[config.mk]
export PLATFORM = sky130hd
export DESIGN_NAME = io_block_offset_generator_core_flat
export DESIGN_NICKNAME = d
export VERILOG_FILES = /design/src/rtl/iobog_pkg.sv /design/src/rtl/iobog_if.sv /design/src/rtl/iobog_serial_unit.sv /design/src/rtl/io_block_offset_generator_core.sv /design/src/flat_wrapper.sv
export SDC_FILE = /design/constraint.sdc
export NUM_CORES = 2
export LEC_CHECK = 0
export BUFFER_PORTS_ARGS = -buffer_cell sky130_fd_sc_hd__buf_4
export CAP_MARGIN = 5
export CELL_PAD_IN_SITES_DETAIL_PLACEMENT = 1
export CELL_PAD_IN_SITES_GLOBAL_PLACEMENT = 2
export CORE_UTILIZATION = 30
export CTS_BUF_LIST = sky130_fd_sc_hd__clkbuf_8 sky130_fd_sc_hd__clkbuf_16
export DETAILED_ROUTE_END_ITERATION = 10
export HOLD_SLACK_MARGIN = 0.03
export PLACE_DENSITY = 0.71
export SLEW_MARGIN = 20
export SYNTH_ARGS = -nofsm -noshare
export SYNTH_HDL_FRONTEND = slang
export SYNTH_SLANG_ARGS = --single-unit
[constraint.sdc]
create_clock -name i_clk -period 21.7 [get_ports i_clk]
set_clock_uncertainty 0.1 [all_clocks]
set_input_delay 1.085 -clock i_clk [delete_from_list [all_inputs] [get_ports i_clk]]
set_output_delay 1.085 -clock i_clk [all_outputs]
set_load 0.01 [all_outputs]
[src/rtl/iobog_pkg.sv]
`timescale 1ns / 1ps
package iobog_pkg;

    localparam int unsigned NUM_REGS = 8;
    localparam int unsigned CFG_W    = 48;
    localparam int unsigned IDX_W    = 3;
    localparam int unsigned ADDR_BITS = 48;

    localparam logic [IDX_W-1:0] REG_BEGIN  = 3'd0;
    localparam logic [IDX_W-1:0] REG_END    = 3'd1;
    localparam logic [IDX_W-1:0] REG_FSIZE  = 3'd2;
    localparam logic [IDX_W-1:0] REG_BSIZE  = 3'd3;
    localparam logic [IDX_W-1:0] REG_BCOUNT = 3'd4;
    localparam logic [IDX_W-1:0] REG_WRITE  = 3'd5;
    localparam logic [IDX_W-1:0] REG_RANDOM = 3'd6;
    localparam logic [IDX_W-1:0] REG_DIRECT = 3'd7;

    localparam logic [1:0] KIND_ISSUE  = 2'd0;
    localparam logic [1:0] KIND_FINISH = 2'd1;
    localparam logic [1:0] KIND_REJECT = 2'd2;

    localparam logic [2:0] ST_OK       = 3'd0;
    localparam logic [2:0] ST_INVERTED = 3'd1;
    localparam logic [2:0] ST_SIZE_MIS = 3'd2;
    localparam logic [2:0] ST_BEG_MIS  = 3'd3;
    localparam logic [2:0] ST_SMALL    = 3'd4;
    localparam logic [2:0] ST_IOERR    = 3'd5;
    localparam logic [2:0] ST_SHORT    = 3'd6;
    localparam logic [2:0] ST_IDLE     = 3'd7;

    localparam logic [63:0] LCG_SEED  = 64'h9E3779B97F4A7C15;
    localparam logic [63:0] LCG_MUL   = 64'd2862933555777941757;
    localparam logic [63:0] LCG_ADD   = 64'd3037000493;
    localparam int unsigned LCG_SHIFT = 33;

    typedef struct packed {
        logic [1:0]  kind;
        logic [47:0] offset;
        logic        xfer_write;
        logic [2:0]  status;
        logic [31:0] blocks_done;
        logic [55:0] bytes_total;
        logic        run_complete;
    } t_result;

    typedef struct packed {
        logic        action;
        logic [24:0] bytes_done;
        logic        io_error;
    } t_request;

    typedef enum logic [1:0] {
        OP_MUL = 2'b01,
        OP_DIV = 2'b10
    } t_op;

endpackage

[src/rtl/iobog_if.sv]
`timescale 1ns / 1ps
interface iobog_req_if;
    logic        valid;
    logic        ready;
    logic        action;
    logic [24:0] bytes_done;
    logic        io_error;
    modport source (output valid, action, bytes_done, io_error, input ready);
    modport sink   (input valid, action, bytes_done, io_error, output ready);
endinterface

interface iobog_res_if;
    logic        valid;
    logic        ready;
    logic [1:0]  kind;
    logic [47:0] offset;
    logic        xfer_write;
    logic [2:0]  status;
    logic [31:0] blocks_done;
    logic [55:0] bytes_total;
    logic        run_complete;
    modport source (output valid, kind, offset, xfer_write, status, blocks_done,
                    bytes_total, run_complete, input ready);
    modport sink   (input valid, kind, offset, xfer_write, status, blocks_done,
                    bytes_total, run_complete, output ready);
endinterface

[src/rtl/iobog_serial_unit.sv]
`timescale 1ns / 1ps
// Bit-serial multiply (a*b mod 2^W, shift-add) or divide (restoring).
module iobog_serial_unit #(
    parameter int unsigned W = 64
) (
    input  logic          i_clk,
    input  logic          i_rst_n,
    input  logic          i_start,
    input  iobog_pkg::t_op i_op,
    input  logic [W-1:0]  i_a,
    input  logic [W-1:0]  i_b,
    output logic          o_busy,
    output logic [W-1:0]  o_res,
    output logic [W-1:0]  o_rem
);
    localparam int unsigned CW = $clog2(W + 1);

    logic [CW-1:0]   r_cnt, n_cnt;
    logic            r_busy, n_busy;
    iobog_pkg::t_op  r_op, n_op;
    logic [W-1:0]    r_a, n_a, r_b, n_b, r_acc, n_acc, r_q, n_q;
    logic [W:0]      w_trial;

    always_comb begin
        n_cnt  = r_cnt;
        n_busy = r_busy;
        n_op   = r_op;
        n_a    = r_a;
        n_b    = r_b;
        n_acc  = r_acc;
        n_q    = r_q;
        w_trial = '0;
        if (i_start) begin
            n_busy = 1'b1;
            n_cnt  = CW'(W);
            n_op   = i_op;
            n_a    = i_a;
            n_b    = i_b;
            n_acc  = '0;
            n_q    = '0;
        end else if (r_busy) begin
            n_cnt = r_cnt - 1'b1;
            if (r_cnt == CW'(1)) n_busy = 1'b0;
            unique case (r_op)
                iobog_pkg::OP_MUL: begin
                    if (r_b[0]) n_acc = r_acc + r_a;
                    n_a = r_a << 1;
                    n_b = r_b >> 1;
                end
                iobog_pkg::OP_DIV: begin
                    w_trial = {r_acc, r_a[W-1]} - {1'b0, r_b};
                    n_a = r_a << 1;
                    if (!w_trial[W]) begin
                        n_acc = w_trial[W-1:0];
                        n_q   = {r_q[W-2:0], 1'b1};
                    end else begin
                        n_acc = {r_acc[W-2:0], r_a[W-1]};
                        n_q   = {r_q[W-2:0], 1'b0};
                    end
                end
                default: ;
            endcase
        end
    end

    always_ff @(posedge i_clk) begin
        if (!i_rst_n) begin
            r_busy <= 1'b0;
            r_cnt  <= '0;
            r_op   <= iobog_pkg::OP_MUL;
        end else begin
            r_busy <= n_busy;
            r_cnt  <= n_cnt;
            r_op   <= n_op;
        end
        r_a   <= n_a;
        r_b   <= n_b;
        r_acc <= n_acc;
        r_q   <= n_q;
    end

    assign o_busy = r_busy;
    assign o_res  = (r_op == iobog_pkg::OP_DIV) ? r_q : r_acc;
    assign o_rem  = r_acc;
endmodule

[src/rtl/io_block_offset_generator_core.sv]
`timescale 1ns / 1ps
// io_block_offset_generator_core
// Request channel (action, bytes_done, io_error): action 0 checks the
// configured region and starts a run, action 1 reports the last transfer.
// Result channel: one item per request with kind, offset, status and
// running totals. Registers are written through i_cfg_we/i_cfg_idx/
// i_cfg_data; the user must do so only while the block is idle, as the
// block itself does not enforce it. Each request is handled alone by a
// sequencer around one shared bit-serial 64-bit multiply/divide unit. A
// start takes up to six operations (default end, range division, LCG
// step, modulo, offset, byte total); a completion up to four (LCG step,
// modulo, offset, total). One request is in flight at a time.
// The result sits in an output register; the next request is taken only
// after the result is delivered, so a stalled receiver holds the block.
// Synchronous active-low reset clears the run state and seeds the LCG;
// registers return to their defaults (block size 4096, count 1).
module io_block_offset_generator_core #(
    parameter int unsigned PAGE_BYTES = 4096
) (
    input  logic                            i_clk,
    input  logic                            i_rst_n,
    input  logic                            i_cfg_we,
    input  logic [iobog_pkg::IDX_W-1:0]     i_cfg_idx,
    input  logic [iobog_pkg::CFG_W-1:0]     i_cfg_data,
    iobog_req_if.sink                       s_req,
    iobog_res_if.source                     m_res
);
    localparam int unsigned PG_W = $clog2(PAGE_BYTES);
    localparam logic [63:0] AMASK = (iobog_pkg::ADDR_BITS >= 64) ? '1 :
                                    ((64'd1 << iobog_pkg::ADDR_BITS) - 64'd1);

    typedef enum logic [9:0] {
        S_IDLE   = 10'b0000000001,
        S_DEFEND = 10'b0000000010,
        S_CHECK  = 10'b0000000100,
        S_DIVR   = 10'b0000001000,
        S_LCG    = 10'b0000010000,
        S_MOD    = 10'b0000100000,
        S_OFFS   = 10'b0001000000,
        S_TOTAL  = 10'b0010000000,
        S_WAITU  = 10'b0100000000,
        S_OUT    = 10'b1000000000
    } t_state;

    logic [47:0] r_begin, r_end, r_fsize;
    logic [24:0] r_bsize;
    logic [31:0] r_bcount;
    logic        r_write, r_random, r_direct;

    t_state      r_st, r_ret;
    logic [63:0] r_lcg;
    logic        r_running;
    logic [47:0] r_bir;
    logic [31:0] r_eff, r_issue, r_done;
    logic [63:0] r_endv, r_idx;
    logic        r_is_start;
    iobog_pkg::t_result r_res;
    logic        r_ovalid;

    logic        u_start, u_busy;
    iobog_pkg::t_op u_op;
    logic [63:0] u_a, u_b, u_res, u_rem;

    iobog_serial_unit #(.W(64)) u_alu (
        .i_clk(i_clk), .i_rst_n(i_rst_n), .i_start(u_start), .i_op(u_op),
        .i_a(u_a), .i_b(u_b), .o_busy(u_busy), .o_res(u_res), .o_rem(u_rem)
    );

    logic        w_acc;
    logic [47:0] w_usable;
    logic [63:0] w_n;
    assign w_acc    = s_req.valid && s_req.ready;
    assign s_req.ready = (r_st == S_IDLE) && !r_ovalid;
    assign w_usable = r_endv[47:0] - r_begin;
    assign w_n      = (r_bir == '0) ? 64'd1 : {16'd0, r_bir};

    always_ff @(posedge i_clk) begin
        if (!i_rst_n) begin
            r_begin <= '0; r_end <= '0; r_fsize <= '0;
            r_bsize <= 25'd4096; r_bcount <= 32'd1;
            r_write <= 1'b0; r_random <= 1'b0; r_direct <= 1'b0;
        end else if (i_cfg_we) begin
            unique case (i_cfg_idx)
                iobog_pkg::REG_BEGIN:  r_begin  <= i_cfg_data;
                iobog_pkg::REG_END:    r_end    <= i_cfg_data;
                iobog_pkg::REG_FSIZE:  r_fsize  <= i_cfg_data;
                iobog_pkg::REG_BSIZE:  r_bsize  <= i_cfg_data[24:0];
                iobog_pkg::REG_BCOUNT: r_bcount <= i_cfg_data[31:0];
                iobog_pkg::REG_WRITE:  r_write  <= i_cfg_data[0];
                iobog_pkg::REG_RANDOM: r_random <= i_cfg_data[0];
                iobog_pkg::REG_DIRECT: r_direct <= i_cfg_data[0];
                default: ;
            endcase
        end
    end

    // sequencer
    always_ff @(posedge i_clk) begin
        u_start <= 1'b0;
        if (!i_rst_n) begin
            r_st <= S_IDLE; r_ret <= S_IDLE;
            r_lcg <= iobog_pkg::LCG_SEED; r_running <= 1'b0;
            r_issue <= '0; r_done <= '0; r_ovalid <= 1'b0;
            r_is_start <= 1'b0;
            u_op <= iobog_pkg::OP_MUL; u_a <= '0; u_b <= '0;
        end else begin
            if (m_res.valid && m_res.ready) r_ovalid <= 1'b0;
            unique case (r_st)
                S_IDLE: if (w_acc) begin
                    r_res <= '0;
                    r_res.xfer_write <= r_write;
                    if (!s_req.action) begin
                        r_is_start <= 1'b1;
                        r_running <= 1'b0; r_issue <= '0; r_done <= '0;
                        r_endv <= {16'd0, r_end};
                        if (r_begin == '0 && r_end == '0) begin
                            if (r_write) begin
                                u_op <= iobog_pkg::OP_MUL;
                                u_a <= {39'd0, r_bsize}; u_b <= {32'd0, r_bcount};
                                u_start <= 1'b1; r_ret <= S_DEFEND; r_st <= S_WAITU;
                            end else begin
                                r_endv <= {16'd0, r_fsize}; r_st <= S_CHECK;
                            end
                        end else r_st <= S_CHECK;
                    end else begin
                        r_is_start <= 1'b0;
                        r_res.blocks_done <= r_done;
                        if (!r_running) begin
                            r_res.kind <= iobog_pkg::KIND_REJECT;
                            r_res.status <= iobog_pkg::ST_IDLE; r_st <= S_TOTAL;
                        end else if (s_req.io_error) begin
                            r_running <= 1'b0; r_res.kind <= iobog_pkg::KIND_FINISH;
                            r_res.status <= iobog_pkg::ST_IOERR; r_st <= S_TOTAL;
                        end else if (s_req.bytes_done != r_bsize) begin
                            r_running <= 1'b0; r_res.kind <= iobog_pkg::KIND_FINISH;
                            r_res.status <= iobog_pkg::ST_SHORT; r_st <= S_TOTAL;
                        end else begin
                            r_done <= r_done + 1'b1; r_issue <= r_issue + 1'b1;
                            r_res.blocks_done <= r_done + 1'b1;
                            if (r_done + 1'b1 >= r_eff) begin
                                r_running <= 1'b0; r_res.kind <= iobog_pkg::KIND_FINISH;
                                r_res.run_complete <= 1'b1; r_st <= S_TOTAL;
                            end else begin
                                r_res.kind <= iobog_pkg::KIND_ISSUE;
                                r_idx <= {32'd0, r_issue + 1'b1}; r_st <= S_LCG;
                            end
                        end
                    end
                end
                S_DEFEND: begin
                    r_endv <= (u_res > AMASK) ? AMASK : u_res;
                    r_st <= S_CHECK;
                end
                S_CHECK: begin
                    r_res.kind <= iobog_pkg::KIND_REJECT;
                    r_st <= S_TOTAL;
                    if (r_endv[47:0] < r_begin) r_res.status <= iobog_pkg::ST_INVERTED;
                    else if (r_bsize == '0) r_res.status <= iobog_pkg::ST_SIZE_MIS;
                    else if (r_direct && r_bsize[PG_W-1:0] != '0)
                        r_res.status <= iobog_pkg::ST_SIZE_MIS;
                    else if (r_direct && r_begin[PG_W-1:0] != '0)
                        r_res.status <= iobog_pkg::ST_BEG_MIS;
                    else if (w_usable < {23'd0, r_bsize}) r_res.status <= iobog_pkg::ST_SMALL;
                    else begin
                        u_op <= iobog_pkg::OP_DIV;
                        u_a <= {16'd0, w_usable}; u_b <= {39'd0, r_bsize};
                        u_start <= 1'b1; r_ret <= S_DIVR; r_st <= S_WAITU;
                    end
                end
                S_DIVR: begin
                    r_bir <= u_res[47:0];
                    if (!r_write && !r_random && {16'd0, r_bcount} > u_res[47:0]) begin
                        r_eff <= u_res[31:0];
                        if (u_res[31:0] == '0) begin
                            r_res.kind <= iobog_pkg::KIND_FINISH;
                            r_res.run_complete <= 1'b1; r_st <= S_TOTAL;
                        end else begin
                            r_res.kind <= iobog_pkg::KIND_ISSUE; r_running <= 1'b1;
                            r_idx <= '0; r_st <= S_LCG;
                        end
                    end else begin
                        r_eff <= r_bcount;
                        if (r_bcount == '0) begin
                            r_res.kind <= iobog_pkg::KIND_FINISH;
                            r_res.run_complete <= 1'b1; r_st <= S_TOTAL;
                        end else begin
                            r_res.kind <= iobog_pkg::KIND_ISSUE; r_running <= 1'b1;
                            r_idx <= '0; r_st <= S_LCG;
                        end
                    end
                end
                S_LCG: begin
                    u_op <= iobog_pkg::OP_MUL;
                    u_a <= r_lcg; u_b <= iobog_pkg::LCG_MUL;
                    u_start <= r_random;
                    r_ret <= S_MOD;
                    r_st <= r_random ? S_WAITU : S_MOD;
                end
                S_MOD: begin
                    u_op <= iobog_pkg::OP_DIV; u_b <= w_n;
                    if (r_random) begin
                        r_lcg <= u_res + iobog_pkg::LCG_ADD;
                        u_a <= (u_res + iobog_pkg::LCG_ADD) >> iobog_pkg::LCG_SHIFT;
                    end else u_a <= r_idx;
                    u_start <= 1'b1; r_ret <= S_OFFS; r_st <= S_WAITU;
                end
                S_OFFS: begin
                    u_op <= iobog_pkg::OP_MUL;
                    u_a <= u_rem; u_b <= {39'd0, r_bsize};
                    u_start <= 1'b1; r_ret <= S_TOTAL; r_st <= S_WAITU;
                    r_idx <= 64'd1;
                end
                S_TOTAL: begin
                    if (r_res.kind == iobog_pkg::KIND_ISSUE && r_idx == 64'd1)
                        r_res.offset <= 48'((u_res + {16'd0, r_begin}) & AMASK);
                    r_idx <= '0;
                    u_op <= iobog_pkg::OP_MUL;
                    u_a <= {32'd0, r_done}; u_b <= {39'd0, r_bsize};
                    u_start <= 1'b1; r_ret <= S_OUT; r_st <= S_WAITU;
                end
                S_WAITU: if (!u_start && !u_busy) begin
                    if (r_ret == S_OUT) r_res.bytes_total <= u_res[55:0];
                    r_st <= r_ret;
                end
                S_OUT: begin
                    if (r_is_start) r_res.blocks_done <= r_done;
                    r_ovalid <= 1'b1; r_st <= S_IDLE;
                end
                default: r_st <= S_IDLE;
            endcase
        end
    end

    assign m_res.valid        = r_ovalid;
    assign m_res.kind         = r_res.kind;
    assign m_res.offset       = r_res.offset;
    assign m_res.xfer_write   = r_res.xfer_write;
    assign m_res.status       = r_res.status;
    assign m_res.blocks_done  = r_res.blocks_done;
    assign m_res.bytes_total  = r_res.bytes_total;
    assign m_res.run_complete = r_res.run_complete;

`ifndef SYNTH
    a_no_accept_busy: assert property (@(posedge i_clk) disable iff (!i_rst_n)
        r_ovalid |-> !s_req.ready) else $error("accept while result pending");
    a_out_hold: assert property (@(posedge i_clk) disable iff (!i_rst_n)
        (m_res.valid && !m_res.ready) |=> m_res.valid && $stable(m_res.kind))
        else $error("result dropped");
    a_issue_ok: assert property (@(posedge i_clk) disable iff (!i_rst_n)
        (m_res.valid && m_res.kind == iobog_pkg::KIND_ISSUE) |-> m_res.status == iobog_pkg::ST_OK)
        else $error("issue with error status");
    a_onehot: assert property (@(posedge i_clk) disable iff (!i_rst_n)
        $onehot(r_st)) else $error("state corrupt");
`endif
endmodule
[src/flat_wrapper.sv]
// flat-port wrapper written by rule: the top's interface ports become plain ports
module io_block_offset_generator_core_flat 
#(
    parameter int unsigned PAGE_BYTES = 4096
)
  (i_clk, i_rst_n, i_cfg_we, i_cfg_idx, i_cfg_data, s_req_valid, s_req_action, s_req_bytes_done, s_req_io_error, s_req_ready, m_res_valid, m_res_kind, m_res_offset, m_res_xfer_write, m_res_status, m_res_blocks_done, m_res_bytes_total, m_res_run_complete, m_res_ready);
  iobog_req_if s_req_i ();
  iobog_res_if m_res_i ();
  input  logic i_clk;
  input  logic i_rst_n;
  input  logic i_cfg_we;
  input  logic [iobog_pkg::IDX_W-1:0] i_cfg_idx;
  input  logic [iobog_pkg::CFG_W-1:0] i_cfg_data;
  input wire logic [$bits(s_req_i.valid)-1:0] s_req_valid;
  input wire logic [$bits(s_req_i.action)-1:0] s_req_action;
  input wire logic [$bits(s_req_i.bytes_done)-1:0] s_req_bytes_done;
  input wire logic [$bits(s_req_i.io_error)-1:0] s_req_io_error;
  output wire logic [$bits(s_req_i.ready)-1:0] s_req_ready;
  output wire logic [$bits(m_res_i.valid)-1:0] m_res_valid;
  output wire logic [$bits(m_res_i.kind)-1:0] m_res_kind;
  output wire logic [$bits(m_res_i.offset)-1:0] m_res_offset;
  output wire logic [$bits(m_res_i.xfer_write)-1:0] m_res_xfer_write;
  output wire logic [$bits(m_res_i.status)-1:0] m_res_status;
  output wire logic [$bits(m_res_i.blocks_done)-1:0] m_res_blocks_done;
  output wire logic [$bits(m_res_i.bytes_total)-1:0] m_res_bytes_total;
  output wire logic [$bits(m_res_i.run_complete)-1:0] m_res_run_complete;
  input wire logic [$bits(m_res_i.ready)-1:0] m_res_ready;
  assign s_req_i.valid = s_req_valid;
  assign s_req_i.action = s_req_action;
  assign s_req_i.bytes_done = s_req_bytes_done;
  assign s_req_i.io_error = s_req_io_error;
  assign s_req_ready = s_req_i.ready;
  assign m_res_valid = m_res_i.valid;
  assign m_res_kind = m_res_i.kind;
  assign m_res_offset = m_res_i.offset;
  assign m_res_xfer_write = m_res_i.xfer_write;
  assign m_res_status = m_res_i.status;
  assign m_res_blocks_done = m_res_i.blocks_done;
  assign m_res_bytes_total = m_res_i.bytes_total;
  assign m_res_run_complete = m_res_i.run_complete;
  assign m_res_i.ready = m_res_ready;
  io_block_offset_generator_core #(.PAGE_BYTES(PAGE_BYTES)) u_core (.i_clk(i_clk), .i_rst_n(i_rst_n), .i_cfg_we(i_cfg_we), .i_cfg_idx(i_cfg_idx), .i_cfg_data(i_cfg_data), .s_req(s_req_i), .m_res(m_res_i));
endmodule
==> Yosys cells after proc, flatten, opt, wreduce, memory -nomap -nowiden <==
Cells that the tools add are included.
{ "op_classes": {"n_lt_le_gt_ge": 5, "mux": 161, "n_addsub": 8, "bitwise_logic": 1, "reduce_logical": 76, "eq_ne": 50} }
{ "op_table": {"columns": ["operator", "n"], "rows": [
  ["64-bit two-way mux", 37],
  ["64-bit one-hot mux with 6 select lines", 1],
  ["48-bit two-way mux", 7],
  ["32-bit two-way mux", 10],
  ["64-bit one-hot mux with 5 select lines", 1],
  ["64-bit one-hot mux with 4 select lines", 1],
  ["10-bit two-way mux", 20],
  ["48-bit one-hot mux with 2 select lines", 2],
  ["48-bit zero test", 3],
  ["143-bit two-way mux", 1],
  ["64-bit one-hot mux with 2 select lines", 1],
  ["56-bit two-way mux", 2],
  ["56-bit one-hot mux with 2 select lines", 1],
  ["10-bit one-hot mux with 7 select lines", 1],
  ["65-bit by 64-bit subtractor with 65-bit output", 1],
  ["32-bit by 1-bit adder with 32-bit output (second input constant)", 2],
  ["64-bit by 32-bit adder with 64-bit output (second input constant)", 1],
  ["64-bit adder", 1],
  ["64-bit by 1-bit equality test with 1-bit output (second input constant)", 1],
  ["64-bit by 48-bit > comparator with 1-bit output (second input constant)", 1],
  ["32-bit zero test", 2],
  ["32-bit one-hot mux with 2 select lines", 1],
  ["10-bit one-hot mux with 6 select lines", 1],
  ["48-bit adder", 1],
  ["60 further kinds", 201]
]} }
{ "word_totals": {"out_inout_bits": 145, "ff_bits": 1087, "inputBits": 83, "elab_cells": 340} }

==> Logic depth before layout (Yosys ltp) <==
{ "depth": {"ltp_word": 9, "depth_mapped": 26, "depth_no_buf": 23} }

==> Modules after synthesis <==
Synthesis repeated with hierarchy kept, for this count alone.
{ "hier_totals": {"cells_unflattened": 7275, "area_unflattened_um2": 61820.5} }
{ "by_module_without_submodules": {"columns": ["module", "cells_per_inst", "seq_area_each_um2", "instances", "area_per_inst_um2"], "rows": [
  ["io_block_offset_generator_core", 4934, 18467.7, 1, 42039.1],
  ["iobog_serial_unit", 2341, 6606.3, 1, 19781.5]
]} }

==> Worst setup path before layout <==
OpenSTA, ideal clock, no wires.
{ "synth_timing": {"kind": "register -> register", "from": "register u_core.u_alu.r_op[0]", "to": "register u_core.r_idx[0], enable pin", "synth_period_minus_slack_ns": 7.213, "setup_slack_ns": 14.487, "required_time_ns": 21.139, "n_path_buf": 8, "stages_incl_launch_ff": 25, "arrival_time_ns": 6.652, "setup_ns": 0.461, "cell_sequence": "dfxtp_1 > inv_1 > ha_1 > buf_4 > buf_4 > buf_2 > buf_2 > buf_4 > buf_2 > buf_4 > buf_1 > nand2_1 > a21boi_1 > ha_1 > nor2b_1 > o21a_1 > o21a_1 > o21ai_0 > a21oi_1 > o21ai_0 > a21boi_0 > o311a_1 > mux2i_1 > nor2_1 > nor3_1"} }
{ "synth_via": {"elab_chain_cells": 6, "elab_cells_between_ends": 8, "classes_between": "order compare: 1; eq/ne: 3; mux: 1; reduce/logical: 3"} }
{ "synth_rtl": {"columns": ["element", "line", "source"], "rows": [
  ["start, declared", "iobog_serial_unit.sv:20", "iobog_pkg::t_op r_op, n_op;"],
  ["start signal, assigned", "iobog_serial_unit.sv:70", "r_op <= iobog_pkg::OP_MUL;"],
  ["start signal, assigned", "iobog_serial_unit.sv:74", "r_op <= n_op;"],
  ["2-bit equality test *", "iobog_serial_unit.sv:83", "assign o_res = (r_op == iobog_pkg::OP_DIV) ? r_q : r_acc;"],
  ["64-bit two-way mux *", "iobog_serial_unit.sv:83", null],
  ["32-bit by 48-bit > comparator with 1-bit output", "io_block_offset_generator_core.sv:172", "if (!r_write && !r_random && {16'd0, r_bcount} > u_res[47:0]) begin"],
  ["1-bit logical AND", "io_block_offset_generator_core.sv:172", null],
  ["3-bit != test (no source line) or 3-bit by 2-bit != test with 1-bit output (tied branches)", null, null],
  ["10-bit AND reduction (no source line) *", null, null],
  ["end signal, assigned", "io_block_offset_generator_core.sv:179", "r_idx <= '0; r_st <= S_LCG;"],
  ["end signal, assigned", "io_block_offset_generator_core.sv:188", "r_idx <= '0; r_st <= S_LCG;"],
  ["end signal, assigned", "io_block_offset_generator_core.sv:211", "r_idx <= 64'd1;"],
  ["end, declared", "io_block_offset_generator_core.sv:55", "logic [63:0] r_endv, r_idx;"]
]} }
Every way passes the cells marked *; elsewhere a longest branch is shown, timed or not.
A chain may end at the register's enable or synchronous reset.

==> Final worst setup path <==
{ "layout_timing": {"from": "register u_core.r_begin[1]", "to": "register u_core.u_a[16]"} }
{ "layout_via": {"elab_chain_cells": 7, "elab_cells_between_ends": 18, "classes_between": "add/sub: 1; order compare: 2; eq/ne: 4; mux: 6; reduce/logical: 5"} }
{ "layout_rtl": {"columns": ["element", "line", "source"], "rows": [
  ["start, declared", "io_block_offset_generator_core.sv:45", "logic [47:0] r_begin, r_end, r_fsize;"],
  ["start signal, assigned", "io_block_offset_generator_core.sv:84", "iobog_pkg::REG_BEGIN: r_begin <= i_cfg_data;"],
  ["branches (longest 7 deep; another with 48-bit subtractor)", null, null],
  ["end signal, assigned", "io_block_offset_generator_core.sv:119", "u_a <= {39'd0, r_bsize}; u_b <= {32'd0, r_bcount};"],
  ["end signal, assigned", "io_block_offset_generator_core.sv:166", "u_a <= {16'd0, w_usable}; u_b <= {39'd0, r_bsize};"],
  ["end signal, assigned", "io_block_offset_generator_core.sv:194", "u_a <= r_lcg; u_b <= iobog_pkg::LCG_MUL;"],
  ["end, declared", "io_block_offset_generator_core.sv:62", "logic [63:0] u_a, u_b, u_res, u_rem;"]
]} }
Several ways; the timed one is not identified. The select of a mux whose other input is x is not followed.

==> impl_metrics.json <==
{
  "drive_gt1_share_pct": 10.3,
  "clockRootBuffer": "clkbuf_16",
  "io_buffers": 227,
  "max_freq_mhz": 144,
  "synth_cell_type_count": 97,
  "yosys.area_share.simple_pct": 18.6,
  "worst_ep_arrival_time_ns": 7.53,
  "cp_slowest_stage_delay_ns": 0.64,
  "synthAdderAreaFrac_pct": 6.63,
  "synth_ff_type": "dfxtp_1",
  "design_area_um2": 69400,
  "syn_area_um2": 60900,
  "fin_nets": 7628,
  "overflow": 0,
  "cts_tree": "yes",
  "totalWireLength_um": 291000,
  "fin_crit_ns": 6.96,
  "dp_worst_setup_slack_ns": 14.86,
  "synth_mux_area_share_pct": 3.08,
  "tightestPinTransition_ns": 1.23,
  "ys_ff_latch": 1035,
  "synth_top_family_by_area": "compound AO/OA/AOI/OAI gates",
  "first_iter_violations": 5009,
  "cp_top_family": "compound AO/OA/AOI/OAI gates",
  "fp.dieH_um": 452,
  "path_buf_inv": 2,
  "antenna_found_initial": 12,
  "holdBufCountCts": 0,
  "status": "complete, no violations",
  "final_cells": 10000,
  "use_met1_pct": 36.9,
  "hold_violations": 0,
  "synth_compound_area_share_pct": 21.4,
  "clkSlewWorstSetupHoldPaths_ns": 0.07,
  "path_class": "reg -> reg",
  "cp_common_cell": "nor2_1",
  "clock_path_buffers": 3,
  "p_total_mw": 6.86,
  "final_max_slew_viol_count": 0,
  "wire_per_inst_um": 29.1,
  "finalSetupViolations": 0,
  "fillers": 23500,
  "ys_seq_area_share_pct": 41.1,
  "die_w_um": 452,
  "end_kind": "flop",
  "dieArea_um2": 205000,
  "grt_pass1_wl_um": 414000,
  "crit_slowest_cell": "xnor2_1",
  "setup_ws_ns": 14.74,
  "core-area_um2": 201000,
  "min_period_over_period_pct": 32.1,
  "syn_nets": 7571,
  "grt_pass1_vias": 56300,
  "post-synth-top-area-cell": "edfxtp_1",
  "final_util_pct": 34.6,
  "max_slew_margin_pct": 15.9,
  "grt_max_degree": 80,
  "start_util_pct": 30.3,
  "min-delay-path-class": "reg -> reg",
  "synth_top_cell_area_share_pct": 21.2,
  "path_cells": "inv_1 > ha_1 > nor2b_1 > o31a_1 > nor2_1 > a211o_1 > nor2_1 > nor2_1 > nor2_1 > nor2_1 > xnor2_1 > ha_1 > a21oi_1 > o21ai_0 > a221o_1 > a211oi_1 > o211ai_1 > a2111o_1 > nor4b_2 > nand4_1 > nand2_4 > buf_4 > a211oi_1 > a31o_2",
  "io_pins": 228,
  "drc": 0,
  "first_pass_iters": 8,
  "worstPathRequired_ns": 22.27,
  "multi_input_area_um2": 33300,
  "gp_congestion": 0.997,
  "critPathLaunchType": "flop",
  "vias": 56600,
  "synth_edf_count": 429,
  "async_flop_share_pct": 0,
  "crit_fanout": 51,
  "rsz0062_at_grt": "false",
  "via_per_inst": 5.66,
  "grt.met2_usage_pct": 43.4,
  "holdWs_ns": 0.354,
  "syn_inst": 7168,
  "cts_resized": 0,
  "clock_latency_ns": 0.80,
  "numClockSinks": 1035,
  "register_area_um2": 25000,
  "grt_usage_pct": 27.7,
  "place_area_um2": 65400,
  "avgSynthCellArea_um2": 8.49,
  "rows": 164,
  "peakVddDrop_v": 0.0000804,
  "areaGrowthSynthToFinish_pct": 14.1,
  "hpwl_um": 226000,
  "grt_use_met3_pct": 3.04,
  "cts_setup_buffers": 0,
  "htree_levels": 3,
  "ys_top_cells_by_area": "edfxtp_1 (21%), dfxtp_1 (20%), nand2_1 (7.1%)",
  "ant_nets": 0,
  "setup_tns_ns": 0,
  "grt.busiest_layer": "met2",
  "max-cap-violations": 0,
  "dp_cells": 9758,
  "synth-xor-area-share_pct": 4.59,
  "yosys_warnings": 0,
  "powerDensity_nw_per_um2": 98.8,
  "power.static_leakage_nw": 26.3,
  "cts_buffers": 121
}
-- layer usage --
metal	part of all wire, %	up-vias	wire [µm]
li1	-	26000	-
met1	44	28500	129000
met2	44	1674	129000
met3	4.9	458	14400
met4	6.4	4	18700
met5	0.0093	-	27
-- state kept, by name, summed over array words and instances, names as in the netlist, 48 cells and up --
| register | flops |
|---|---|
| u_core.r_fsize | 48 |
| u_core.u_b | 49 |
| u_core.r_end | 48 |
| u_core.u_alu.o_rem | 64 |
| u_core.r_endv | 48 |
| u_core.r_begin | 48 |
| u_core.m_res.bytes_total | 56 |
| u_core.r_bir | 48 |
| u_core.u_alu.r_b | 62 |
| u_core.m_res.offset | 48 |
| u_core.u_a | 64 |
| u_core.u_alu.r_a | 64 |
| u_core.r_lcg | 64 |
| u_core.u_alu.r_q | 64 |
-- layout make-up --
cell class	count	area share (%)
diodes	10	0.0360
well taps	2656	4.79
flip-flops and latches	1035	36.0
repair buffers	358	3.89
multi-input cells	5413	47.9
clock buffers	131	4.58
inverters	296	1.61
clock inverters	101	1.14
-- power breakdown --
| part | total [mW] | switching (mW) | leakage (nW) | internal [mW] |
|---|---|---|---|---|
| clock network | 2.09 | 0.925 | 2.04 | 1.16 |
| logic | 2.40 | 1.59 | 15.4 | 0.809 |
| registers | 2.37 | 0.195 | 8.91 | 2.18 |
| total | 6.86 | 2.71 | 26.3 | 4.15 |
-- worst register-to-register path: cells and delay by family, from the launching register on --
| kind | cells | cell delay, ns |
|---|---|---|
| AND/OR/NAND/NOR | 9 | 1.71 |
| XOR/XNOR | 1 | 0.64 |
| buffers and inverters | 2 | 0.76 |
| AO/OA/AOI/OAI | 10 | 2.57 |
| adder cells (fa/ha/maj) | 2 | 0.67 |
| flip-flops | 1 | 0.44 |
-- worst paths after layout --
path / startpoint / end / slack (ns) / cells past startpoint
max reg2reg: u_core.r_begin[1]$_SDFFE_PN0P_ / u_core.u_a[16]$_SDFFE_PN0P_ / 14.74 / 24
min: u_core.r_lcg[23]$_SDFFE_PN0P_ / u_core.r_lcg[23]$_SDFFE_PN0P_ / 0.35 / 2
max: u_core.r_begin[1]$_SDFFE_PN0P_ / u_core.u_a[16]$_SDFFE_PN0P_ / 14.74 / 24
min reg2reg: u_core.r_lcg[23]$_SDFFE_PN0P_ / u_core.r_lcg[23]$_SDFFE_PN0P_ / 0.35 / 2
-- logic make-up after synthesis --
logic type / count (synthesis)
muxes: 177
xor gates and xnor gates: 319
AOI/OAI and AO/OA: 2045
DFF: 1035
adders and majority gates: 320
and+or+nand+nor: 2552
buffers and inverters: 720
-- synth_stat cells, drive strengths merged, types with 145 or more instances --
| cell type | instances |
|---|---|
| nand2 | 1145 |
| ha | 316 |
| o21ai | 349 |
| a211oi | 145 |
| edfxtp | 429 |
| dfxtp | 606 |
| inv | 295 |
| xnor2 | 206 |
| a21o | 164 |
| a21oi | 838 |
| nand3 | 156 |
| clkbuf | 361 |
| nor2 | 648 |
-- layout by cell type (no fill, tap or decap), types with 54 or more instances in the layout --
cell type and count:
a211oi_1 117, nand3_1 154, clkbuf_16 122, mux2i_1 91, o211ai_1 81, xor2_1 113, a21oi_1 835, and3_1 54
dfxtp_1 605, a222oi_1 57, nand2_1 1141, xnor2_1 206, a21o_1 164, o21ai_0 335, ha_1 315, mux2_2 82
nor3_1 124, nor2_1 638, buf_4 357, nor4_1 88, inv_1 322, nand4_1 98, edfxtp_1 429
No activity file was read; power rests on OpenSTA's default activity.
